### config.mk
export PLATFORM = sky130hd
export DESIGN_NAME = ir_wall_detect_steering_error_unit
export DESIGN_NICKNAME = d
export VERILOG_FILES = /design/src/iwd_pkg.sv /design/src/iwd_cfg_regs.sv /design/src/iwd_level_lane.sv /design/src/iwd_steer.sv /design/src/ir_wall_detect_steering_error_unit.sv
export SDC_FILE = /design/constraint.sdc
export NUM_CORES = 2
export LEC_CHECK = 0
export BUFFER_PORTS_ARGS = -buffer_cell sky130_fd_sc_hd__buf_2
export CELL_PAD_IN_SITES_DETAIL_PLACEMENT = 1
export CELL_PAD_IN_SITES_GLOBAL_PLACEMENT = 1
export CORE_ASPECT_RATIO = 0.7
export CORE_UTILIZATION = 56
export DETAILED_ROUTE_END_ITERATION = 12
export GPL_TIMING_DRIVEN = 0
export PLACE_DENSITY = 0.95
export RECOVER_POWER = 100
export SLEW_MARGIN = 20
export SYNTH_ARGS = -nofsm -noshare
export SYNTH_HDL_FRONTEND = slang
export SYNTH_SLANG_ARGS = --single-unit
### constraint.sdc
create_clock -name clk -period 17.1 [get_ports clk]
set_input_delay 0 -clock clk [delete_from_list [all_inputs] [get_ports clk]]
set_output_delay 0 -clock clk [all_outputs]
set_load 0.01 [all_outputs]
### src/iwd_pkg.sv
package iwd_pkg;

	localparam int ADC_BITS   = 12;
	localparam int RATE_W     = 12;
	localparam int LEVEL_W    = 14;
	localparam int STEER_W    = 16;
	localparam int ERR_W      = LEVEL_W + 3;
	localparam int DATA_W     = 32;
	localparam int REG_IDX_W  = 3;
	localparam int PADDR_W    = REG_IDX_W + 2;

	localparam int unsigned SCALE_DIV  = 1000;
	localparam int          FRONT_BIAS = 20;

	// divide by SCALE_DIV as a multiply by a rounded-up reciprocal
	localparam int PROD_W       = ADC_BITS + RATE_W;
	localparam int RECIP_SHIFT  = PROD_W + 10;
	localparam int RECIP_W      = RECIP_SHIFT - 9;
	localparam int SCALED_W     = PROD_W + RECIP_W;
	localparam int QUOT_W       = SCALED_W - RECIP_SHIFT;
	localparam int CMP_W        = (QUOT_W > LEVEL_W) ? QUOT_W : LEVEL_W;
	localparam logic [RECIP_W-1:0] RECIP_MUL =
		RECIP_W'((64'd1 << RECIP_SHIFT) / 64'(SCALE_DIV) + 64'd1);

	localparam logic [LEVEL_W-1:0] LEVEL_MAX = '1;
	localparam logic signed [ERR_W-1:0] ERR_HI = ERR_W'((1 << (STEER_W - 1)) - 1);
	localparam logic signed [ERR_W-1:0] ERR_LO = -ERR_HI - ERR_W'(1);

	typedef enum logic [REG_IDX_W-1:0] {
		REG_RATE,
		REG_FL_THR,
		REG_FR_THR,
		REG_SL_THR,
		REG_SR_THR,
		REG_UPPER_THR,
		REG_LEFT_TGT,
		REG_RIGHT_TGT
	} reg_idx_t;

	typedef struct packed {
		logic [RATE_W-1:0]  reflection_rate;
		logic [LEVEL_W-1:0] front_left_threshold;
		logic [LEVEL_W-1:0] front_right_threshold;
		logic [LEVEL_W-1:0] side_left_threshold;
		logic [LEVEL_W-1:0] side_right_threshold;
		logic [LEVEL_W-1:0] upper_front_threshold;
		logic [LEVEL_W-1:0] left_target;
		logic [LEVEL_W-1:0] right_target;
	} cfg_t;

	localparam cfg_t CFG_RESET = '{
		reflection_rate:       RATE_W'(1000),
		front_left_threshold:  LEVEL_W'(200),
		front_right_threshold: LEVEL_W'(250),
		side_left_threshold:   LEVEL_W'(300),
		side_right_threshold:  LEVEL_W'(500),
		upper_front_threshold: LEVEL_W'(1200),
		left_target:           LEVEL_W'(0),
		right_target:          LEVEL_W'(0)
	};

	typedef struct packed {
		logic [ADC_BITS-1:0] front_left_ambient;
		logic [ADC_BITS-1:0] front_left_lit;
		logic [ADC_BITS-1:0] front_right_ambient;
		logic [ADC_BITS-1:0] front_right_lit;
		logic [ADC_BITS-1:0] diag_left_ambient;
		logic [ADC_BITS-1:0] diag_left_lit;
		logic [ADC_BITS-1:0] diag_right_ambient;
		logic [ADC_BITS-1:0] diag_right_lit;
		logic                hold_steering;
	} in_item_t;

	typedef struct packed {
		logic [LEVEL_W-1:0]        front_left_level;
		logic [LEVEL_W-1:0]        front_right_level;
		logic [LEVEL_W-1:0]        diag_left_level;
		logic [LEVEL_W-1:0]        diag_right_level;
		logic                      front_wall;
		logic                      left_wall;
		logic                      right_wall;
		logic signed [STEER_W-1:0] steering_error;
	} out_item_t;

	typedef struct packed {
		logic ld_s2;
		logic ld_s3;
		logic ld_out;
	} pipe_ctrl_t;

endpackage

### src/iwd_cfg_regs.sv
module iwd_cfg_regs (
	input  logic                         clk,
	input  logic                         arst_n,
	input  logic                         psel,
	input  logic                         penable,
	input  logic                         pwrite,
	input  logic [iwd_pkg::PADDR_W-1:0]  paddr,
	input  logic [iwd_pkg::DATA_W-1:0]   pwdata,
	output logic [iwd_pkg::DATA_W-1:0]   prdata,
	output logic                         pready,
	output iwd_pkg::cfg_t                cfg
);
	import iwd_pkg::*;

	cfg_t     cfg_q;
	reg_idx_t idx;

	assign idx    = reg_idx_t'(paddr[PADDR_W-1:2]);
	assign pready = 1'b1;
	assign cfg    = cfg_q;

	always_ff @(posedge clk or negedge arst_n) begin
		if (!arst_n) begin
			cfg_q <= CFG_RESET;
		end else if (psel && penable && pwrite) begin
			case (idx)
				REG_RATE:      cfg_q.reflection_rate       <= pwdata[RATE_W-1:0];
				REG_FL_THR:    cfg_q.front_left_threshold  <= pwdata[LEVEL_W-1:0];
				REG_FR_THR:    cfg_q.front_right_threshold <= pwdata[LEVEL_W-1:0];
				REG_SL_THR:    cfg_q.side_left_threshold   <= pwdata[LEVEL_W-1:0];
				REG_SR_THR:    cfg_q.side_right_threshold  <= pwdata[LEVEL_W-1:0];
				REG_UPPER_THR: cfg_q.upper_front_threshold <= pwdata[LEVEL_W-1:0];
				REG_LEFT_TGT:  cfg_q.left_target           <= pwdata[LEVEL_W-1:0];
				REG_RIGHT_TGT: cfg_q.right_target          <= pwdata[LEVEL_W-1:0];
				default: ;
			endcase
		end
	end

	always_comb begin
		case (idx)
			REG_RATE:      prdata = DATA_W'(cfg_q.reflection_rate);
			REG_FL_THR:    prdata = DATA_W'(cfg_q.front_left_threshold);
			REG_FR_THR:    prdata = DATA_W'(cfg_q.front_right_threshold);
			REG_SL_THR:    prdata = DATA_W'(cfg_q.side_left_threshold);
			REG_SR_THR:    prdata = DATA_W'(cfg_q.side_right_threshold);
			REG_UPPER_THR: prdata = DATA_W'(cfg_q.upper_front_threshold);
			REG_LEFT_TGT:  prdata = DATA_W'(cfg_q.left_target);
			REG_RIGHT_TGT: prdata = DATA_W'(cfg_q.right_target);
			default:       prdata = '0;
		endcase
	end

endmodule

### src/iwd_level_lane.sv
module iwd_level_lane (
	input  logic                          clk,
	input  iwd_pkg::pipe_ctrl_t           ctrl,
	input  logic [iwd_pkg::ADC_BITS-1:0]  ambient,
	input  logic [iwd_pkg::ADC_BITS-1:0]  lit,
	input  logic [iwd_pkg::RATE_W-1:0]    rate,
	output logic [iwd_pkg::LEVEL_W-1:0]   level
);
	import iwd_pkg::*;

	logic [ADC_BITS-1:0] diff;
	logic [PROD_W-1:0]   prod_s2;
	logic [SCALED_W-1:0] scaled;
	logic [CMP_W-1:0]    quot;
	logic [LEVEL_W-1:0]  level_s3;

	// clamp a negative difference to zero
	assign diff   = (lit > ambient) ? (lit - ambient) : '0;
	assign scaled = SCALED_W'(prod_s2) * SCALED_W'(RECIP_MUL);
	assign quot   = CMP_W'(scaled[SCALED_W-1:RECIP_SHIFT]);
	assign level  = level_s3;

	always_ff @(posedge clk) begin
		if (ctrl.ld_s2) begin
			prod_s2 <= PROD_W'(diff) * PROD_W'(rate);
		end
	end

	always_ff @(posedge clk) begin
		if (ctrl.ld_s3) begin
			level_s3 <= (quot > CMP_W'(LEVEL_MAX)) ? LEVEL_MAX : quot[LEVEL_W-1:0];
		end
	end

endmodule

### src/iwd_steer.sv
module iwd_steer (
	input  logic                         clk,
	input  iwd_pkg::pipe_ctrl_t          ctrl,
	input  iwd_pkg::cfg_t                cfg,
	input  logic                         hold,
	input  logic [iwd_pkg::LEVEL_W-1:0]  fl,
	input  logic [iwd_pkg::LEVEL_W-1:0]  fr,
	input  logic [iwd_pkg::LEVEL_W-1:0]  dl,
	input  logic [iwd_pkg::LEVEL_W-1:0]  dr,
	output iwd_pkg::out_item_t           item
);
	import iwd_pkg::*;

	logic                    fwall;
	logic                    lwall;
	logic                    rwall;
	logic                    below;
	logic                    above;
	logic signed [ERR_W-1:0] fl_x;
	logic signed [ERR_W-1:0] fr_x;
	logic signed [ERR_W-1:0] dl_x;
	logic signed [ERR_W-1:0] dr_x;
	logic signed [ERR_W-1:0] lt_x;
	logic signed [ERR_W-1:0] rt_x;
	logic signed [ERR_W-1:0] err;
	logic signed [ERR_W-1:0] err_sat;
	out_item_t               item_q;

	assign fl_x = $signed(ERR_W'(fl));
	assign fr_x = $signed(ERR_W'(fr));
	assign dl_x = $signed(ERR_W'(dl));
	assign dr_x = $signed(ERR_W'(dr));
	assign lt_x = $signed(ERR_W'(cfg.left_target));
	assign rt_x = $signed(ERR_W'(cfg.right_target));

	assign fwall = (fl > cfg.front_left_threshold) && (fr > cfg.front_right_threshold);
	assign lwall = dl > cfg.side_left_threshold;
	assign rwall = dr > cfg.side_right_threshold;
	assign below = (fl < cfg.upper_front_threshold) || (fr < cfg.upper_front_threshold);
	assign above = (fl > cfg.upper_front_threshold) || (fr > cfg.upper_front_threshold);

	always_comb begin
		err = '0;
		if (below && !hold) begin
			if (lwall && rwall) begin
				err = (dr_x - dl_x) - (rt_x - lt_x);
			end else if (lwall) begin
				err = lt_x - dl_x;
			end else if (rwall) begin
				err = dr_x - rt_x;
			end
		end
		// balance on the front pair when close to a front wall
		if (above) begin
			err = fl_x - fr_x + ERR_W'(FRONT_BIAS);
		end
	end

	assign err_sat = (err > ERR_HI) ? ERR_HI : ((err < ERR_LO) ? ERR_LO : err);

	always_ff @(posedge clk) begin
		if (ctrl.ld_out) begin
			item_q.front_left_level  <= fl;
			item_q.front_right_level <= fr;
			item_q.diag_left_level   <= dl;
			item_q.diag_right_level  <= dr;
			item_q.front_wall        <= fwall;
			item_q.left_wall         <= lwall;
			item_q.right_wall        <= rwall;
			item_q.steering_error    <= err_sat[STEER_W-1:0];
		end
	end

	assign item = item_q;

endmodule

### src/ir_wall_detect_steering_error_unit.sv
// Infrared wall detection and steering error. Each request carries one sample set of
// four reflectance sensors (ambient and lit readings) plus a hold flag; each yields
// exactly one result with the four scaled levels, the front/left/right wall flags and
// a signed steering error. The block accepts one request per cycle unless stalled from
// the result side. A request lands in the input register, then the gain multiply, the
// divide by 1000 through a reciprocal multiply, and the wall compares with error select
// each take one register stage. Stall on the result side holds the pipeline in place
// and backs up to in_stall. Registers are written over the APB-style port at byte
// address 4*index and should only change while no request is in flight.
module ir_wall_detect_steering_error_unit (
	input  logic                         clk,
	input  logic                         arst_n,
	input  logic                         in_valid,
	output logic                         in_stall,
	input  iwd_pkg::in_item_t            in_item,
	output logic                         out_valid,
	input  logic                         out_stall,
	output iwd_pkg::out_item_t           out_item,
	input  logic                         psel,
	input  logic                         penable,
	input  logic                         pwrite,
	input  logic [iwd_pkg::PADDR_W-1:0]  paddr,
	input  logic [iwd_pkg::DATA_W-1:0]   pwdata,
	output logic [iwd_pkg::DATA_W-1:0]   prdata,
	output logic                         pready
);
	import iwd_pkg::*;

	cfg_t               cfg;
	pipe_ctrl_t         ctrl;
	logic               ld_s1;
	in_item_t           item_s1;
	logic               valid_s1;
	logic               valid_s2;
	logic               valid_s3;
	logic               hold_s2;
	logic               hold_s3;
	logic               out_valid_q;
	logic [LEVEL_W-1:0] fl_s3;
	logic [LEVEL_W-1:0] fr_s3;
	logic [LEVEL_W-1:0] dl_s3;
	logic [LEVEL_W-1:0] dr_s3;

	assign ctrl.ld_out = !out_valid_q || !out_stall;
	assign ctrl.ld_s3  = !valid_s3 || ctrl.ld_out;
	assign ctrl.ld_s2  = !valid_s2 || ctrl.ld_s3;
	assign ld_s1       = !valid_s1 || ctrl.ld_s2;
	assign in_stall    = !ld_s1;
	assign out_valid   = out_valid_q;

	always_ff @(posedge clk or negedge arst_n) begin
		if (!arst_n) begin
			valid_s1    <= 1'b0;
			valid_s2    <= 1'b0;
			valid_s3    <= 1'b0;
			out_valid_q <= 1'b0;
		end else begin
			if (ld_s1) begin
				valid_s1 <= in_valid;
			end
			if (ctrl.ld_s2) begin
				valid_s2 <= valid_s1;
			end
			if (ctrl.ld_s3) begin
				valid_s3 <= valid_s2;
			end
			if (ctrl.ld_out) begin
				out_valid_q <= valid_s3;
			end
		end
	end

	always_ff @(posedge clk) begin
		if (ld_s1) begin
			item_s1 <= in_item;
		end
		if (ctrl.ld_s2) begin
			hold_s2 <= item_s1.hold_steering;
		end
		if (ctrl.ld_s3) begin
			hold_s3 <= hold_s2;
		end
	end

	iwd_cfg_regs u_cfg (
		.clk     (clk),
		.arst_n  (arst_n),
		.psel    (psel),
		.penable (penable),
		.pwrite  (pwrite),
		.paddr   (paddr),
		.pwdata  (pwdata),
		.prdata  (prdata),
		.pready  (pready),
		.cfg     (cfg)
	);

	iwd_level_lane u_lane_fl (
		.clk     (clk),
		.ctrl    (ctrl),
		.ambient (item_s1.front_left_ambient),
		.lit     (item_s1.front_left_lit),
		.rate    (cfg.reflection_rate),
		.level   (fl_s3)
	);

	iwd_level_lane u_lane_fr (
		.clk     (clk),
		.ctrl    (ctrl),
		.ambient (item_s1.front_right_ambient),
		.lit     (item_s1.front_right_lit),
		.rate    (cfg.reflection_rate),
		.level   (fr_s3)
	);

	iwd_level_lane u_lane_dl (
		.clk     (clk),
		.ctrl    (ctrl),
		.ambient (item_s1.diag_left_ambient),
		.lit     (item_s1.diag_left_lit),
		.rate    (cfg.reflection_rate),
		.level   (dl_s3)
	);

	iwd_level_lane u_lane_dr (
		.clk     (clk),
		.ctrl    (ctrl),
		.ambient (item_s1.diag_right_ambient),
		.lit     (item_s1.diag_right_lit),
		.rate    (cfg.reflection_rate),
		.level   (dr_s3)
	);

	iwd_steer u_steer (
		.clk  (clk),
		.ctrl (ctrl),
		.cfg  (cfg),
		.hold (hold_s3),
		.fl   (fl_s3),
		.fr   (fr_s3),
		.dl   (dl_s3),
		.dr   (dr_s3),
		.item (out_item)
	);

endmodule

==> impl_metrics.ini, run 1 <==
[outcome]
status = stopped before the end
lastStage = global routing (5_1_grt)
error_line = [ERROR GRT-0232] Routing congestion too high. Check the congestion heatmap in the GUI.

[clock_tree]
clock-root-buffer = clkbuf_16
htree_levels = 2
numCtsBuffers = 50
postCtsSetupBuffers = 0
max-clock-path-buffers = 3
clock-sinks = 440

[floorplan]
boundaryPins = 251
start_util_pct = 56.9
die_w_um = 447
die_y_um = 314
row_count = 113

[logic_synthesis]
synth_edf_count = 326
synth_seq_area_share_pct = 16.3
ys_warn_count = 0
avgSynthCellArea_um2 = 9.71
syn_inst = 8009
netlist_area_um2 = 77700
synth_ff_type = edfxtp_1
synthDistinctLibCells = 98
synth_async_sr_flop_share_pct = 25.9
synth-seq-cells = 440

[grt]
grtUsageTotal_pct = 76.5
antenna_found_initial = 109
gr-total-overflow = 171
grt_max_degree = 64

[place]
placed_area_um2 = 81400
io_buffers = 210
dpl.hpwl_um = 245000
pre_cts_slack_ns = 7.97
routabilityCongestion = 1.00
[Yosys cell counts, types with 11 or more instances]
| cell | number | area (um2) |
|---|---|---|
| a21oi_1 | 212 | 1060 |
| o21ai_0 | 215 | 1080 |
| xor2_1 | 61 | 534 |
| a2111oi_0 | 17 | 149 |
| mux2i_1 | 14 | 140 |
| a221oi_1 | 17 | 149 |
| o211ai_1 | 23 | 173 |
| fa_1 | 1110 | 22200 |
| and3_1 | 42 | 263 |
| a211oi_1 | 23 | 173 |
| xnor2_1 | 147 | 1290 |
| nand4_1 | 44 | 275 |
| nor2_1 | 219 | 822 |
| nand2_1 | 606 | 2270 |
| clkbuf_1 | 143 | 537 |
| and2_1 | 204 | 1280 |
| nand3_1 | 83 | 415 |
| o21bai_1 | 29 | 218 |
| mux2_2 | 29 | 327 |
| buf_2 | 12 | 60.1 |
| a21boi_0 | 12 | 90.1 |
| o21a_1 | 37 | 278 |
| nand2b_1 | 40 | 250 |
| o21ai_1 | 22 | 110 |
| a21o_1 | 140 | 1050 |
| o22ai_1 | 23 | 144 |
| buf_4 | 23 | 173 |
| or2_2 | 12 | 75.1 |
| nor3_1 | 84 | 420 |
| ha_1 | 1486 | 18600 |
| nor2b_1 | 54 | 338 |
| o31ai_1 | 11 | 82.6 |
| a31oi_1 | 22 | 138 |
| dfrtp_1 | 85 | 2130 |
| dfstp_2 | 29 | 762 |
| or3_1 | 13 | 81.3 |
| a41oi_1 | 13 | 114 |
| inv_1 | 2150 | 8070 |
| edfxtp_1 | 326 | 9790 |
[repair_timing]
action | 4_1_cts
resized for setup | 0
hold endpoints to repair | 323
hold buffers | 116
[through the flow]
stage                     instances  utilization (%)
after global placement        10076             59.4
after detailed placement      10082             59.5
after floorplan                8026                -
after CTS                     10292             61.7
[metal layers]
| metal | GRT overflow | GRT usage (%) |
|---|---|---|
| met1 | 34 | 74.5 |
| met2 | 40 | 87.2 |
| met3 | 55 | 71.1 |
| met4 | 40 | 70.9 |
| met5 | 2 | 61.0 |
[cell families after synthesis]
kind of cell | share of synthesized area, %
compound gates | 7.84
simple gates | 8.79
buf+inv | 11.4
fa+ha+maj | 52.6
flops | 16.3
other cells | 0.00966
xor+xnor | 2.34
mux | 0.629
==> run 2: changes to the inputs <==
--- a/config.mk
+++ b/config.mk
@@ -6,13 +6,10 @@
 export NUM_CORES = 2
 export LEC_CHECK = 0
 export BUFFER_PORTS_ARGS = -buffer_cell sky130_fd_sc_hd__buf_2
-export CELL_PAD_IN_SITES_DETAIL_PLACEMENT = 1
-export CELL_PAD_IN_SITES_GLOBAL_PLACEMENT = 1
-export CORE_ASPECT_RATIO = 0.7
-export CORE_UTILIZATION = 56
+export CORE_UTILIZATION = 40
 export DETAILED_ROUTE_END_ITERATION = 12
 export GPL_TIMING_DRIVEN = 0
-export PLACE_DENSITY = 0.95
+export PLACE_DENSITY_LB_ADDON = 0.15
 export RECOVER_POWER = 100
 export SLEW_MARGIN = 20
 export SYNTH_ARGS = -nofsm -noshare
==> run 2 against run 1 <==
The flow now finishes, with violations (max-capacitance violations, max-slew violations). Synthesized area unchanged. Synthesized cell count stayed put.
==> impl_metrics.ini, run 2 <==
[outcome]
status = finished, violations left
failed_checks = max-capacitance violations, max-slew violations

[place]
io_buffers = 210
dpl.hpwl_um = 180000
dp_cells = 10768
routabilityCongestion = 0.968

[grt]
antenna_found_initial = 9
grtUsageTotal_pct = 22.9
grt_max_degree = 56
gr-total-overflow = 0
first_global_vias = 58245
grt_pass1_wl_um = 343000

[clock_tree]
htree_levels = 2
clock-sinks = 440
max-clock-path-buffers = 3
clk_pin_slew_worst_paths_ns = 0.07
insertion_delay_ns = 0.71
numCtsBuffers = 55
clock-root-buffer = clkbuf_16
cts_tree = yes

[logic_synthesis]
synthDistinctLibCells = 98
synth_async_sr_flop_share_pct = 25.9
synth_top_area_share_pct = 28.6
synth-seq-cells = 440
syn_inst = 8009
synth_ff_type = edfxtp_1
synth_seq_area_share_pct = 16.3
synth_edf_count = 326
synth_top_cell_by_area = fa_1
ys_warn_count = 0
avgSynthCellArea_um2 = 9.71
netlist_area_um2 = 77700
yosys-top-cells-count = 2150 x inv_1, 1486 x ha_1, 1110 x fa_1
synth.most_common_cell = inv_1
yosys-top-cells-area = fa_1 29%, ha_1 24%, edfxtp_1 13%

[timing]
tightest_slew_ns = 3.34
fin_skew_ns = 0.0580
finalMaxSlewViolations = 396
rsz0062_at_grt = false
final.period_utilization_pct = 53.8
tns_ns = 0
finalHoldViolations = 0
maxSlewHeadroom_pct = -123
min_period_ns = 9.20
finalSetupViolCount = 0
max_freq_mhz = 109

[worst_setup_path]
r2r_cells = 34
critical-path-top-delay-family = adder cells
crit_path_max_fanout = 10
required_ns = 17.52
path_class = flip-flop to flip-flop
crit_cells = 34
crit_buf_inv = 9
cp-end-kind = flip-flop
cp.arrival_ns = 9.61
cp-start-kind = flip-flop
crit_path_top_delay_cell = fa_1
slowest_delay_ns = 0.55

[detailed_routing]
first_pass_iters = 6
ant_nets = 0
vias_per_cell = 5.04
drtIter0Drc = 3288
dr_total_vias = 55706
routed_wl_um = 221000
drc = 0
wl_per_cell_um = 20.0

[floorplan]
boundaryPins = 251
start_util_pct = 40.3
coreArea_um2 = 193000
row_count = 161
die_w_um = 443
design.die.area_um2 = 196000
die_y_um = 443

[worst_hold_path]
min_path_type = primary input to flip-flop
hold_depth = 2

[layout]
drive_gt1_share_pct = 3.50
fillers = 18837
largest_reg_flops = 110
final_common_cell = inv_1
final_cells = 11049
fin_nets = 11212
mostFrequentLayoutCells = 2149 x inv_1, 1486 x ha_1, 1110 x fa_1, 606 x nand2_1, 326 x edfxtp_1
syn2layout_area_growth_pct = 9.90

[job]
drv_cap = 10
## run 2: cell counts after synthesis
Identical to the previous run, type by type.
## run 2: final cells by class
type                       instances  area (um2)  area share, %
clock buffer                      71        1530           1.79
multi-input combinational       5247       56200           65.8
inverter                        2151        8080           9.45
sequential                       440       12700           14.8
tap                             2526        3160           3.70
antenna                            3        7.51        0.00879
timing repair buffer             392        2680           3.14
buffer                           188         792          0.927
clock inverter                    31         325          0.381
## run 2: path summary, 6_finish.rpt
kind,startpoint,endpoint,slack [ns]
worst max-delay path,item_s1[49]$_DFFE_PN_,u_lane_fr.prod_s2[23]$_DFFE_PP_,7.90
worst min register to register,item_s1[0]$_DFFE_PN_,hold_s2$_DFFE_PP_,0.43
worst min-delay path,in_item[26],item_s1[26]$_DFFE_PN_,0.05
min in group asynchronous,arst_n,u_cfg.cfg[59]$_DFFE_PN1P_,1.05
worst max register to register,item_s1[49]$_DFFE_PN_,u_lane_fr.prod_s2[23]$_DFFE_PP_,7.90
max in group asynchronous,arst_n,u_cfg.cfg[99]$_DFFE_PN0P_,12.76
## run 2: kinds of logic after synthesis
family	Yosys count	synth area share (%)
buf+inv	2339	11.4
mux	44	0.629
compound gates	926	7.84
flops	440	16.3
fa+ha+maj	2606	52.6
xor+xnor	208	2.34
other cells	2	0.00966
simple gates	1444	8.79
## run 2: metal layers
metal	up-vias	GRT usage [%]	part of all wire, %
met5	-	0	0.0041
met4	2	6.75	3.4
met3	266	2.93	5.3
met2	1333	37.6	46
met1	27755	31.5	45
li1	26350	-	-
## run 2: timing repair
| action | CTS | global route |
|---|---|---|
| resized for setup | 0 | 0 |
| setup buffers | 0 | 0 |
| endpoints found under the hold margin | 303 | 0 |
| hold buffers | 176 | 0 |
## run 2: metrics by stage
| step | area, um2 | utilization, % | hold WS, ns | setup slack, ns |
|---|---|---|---|---|
| final | 85400 | 44.3 | 0.0496 | 7.90 |
| after global routing | 85400 | 44.3 | 0.0277 | 7.29 |
| after CTS | 85800 | 44.5 | 0.000655 | 8.31 |
| after detailed placement | 82200 | 42.6 | 0.0217 | 8.35 |
| after global placement | 82000 | 42.5 | 0.177 | 8.23 |
| after floorplan | 77800 | - | -0.296 | 9.67 |
Power of run 2 is left out: the tool's default activity adds up to more than one toggle a clock period on the data nets, which glitch-free logic cannot reach.
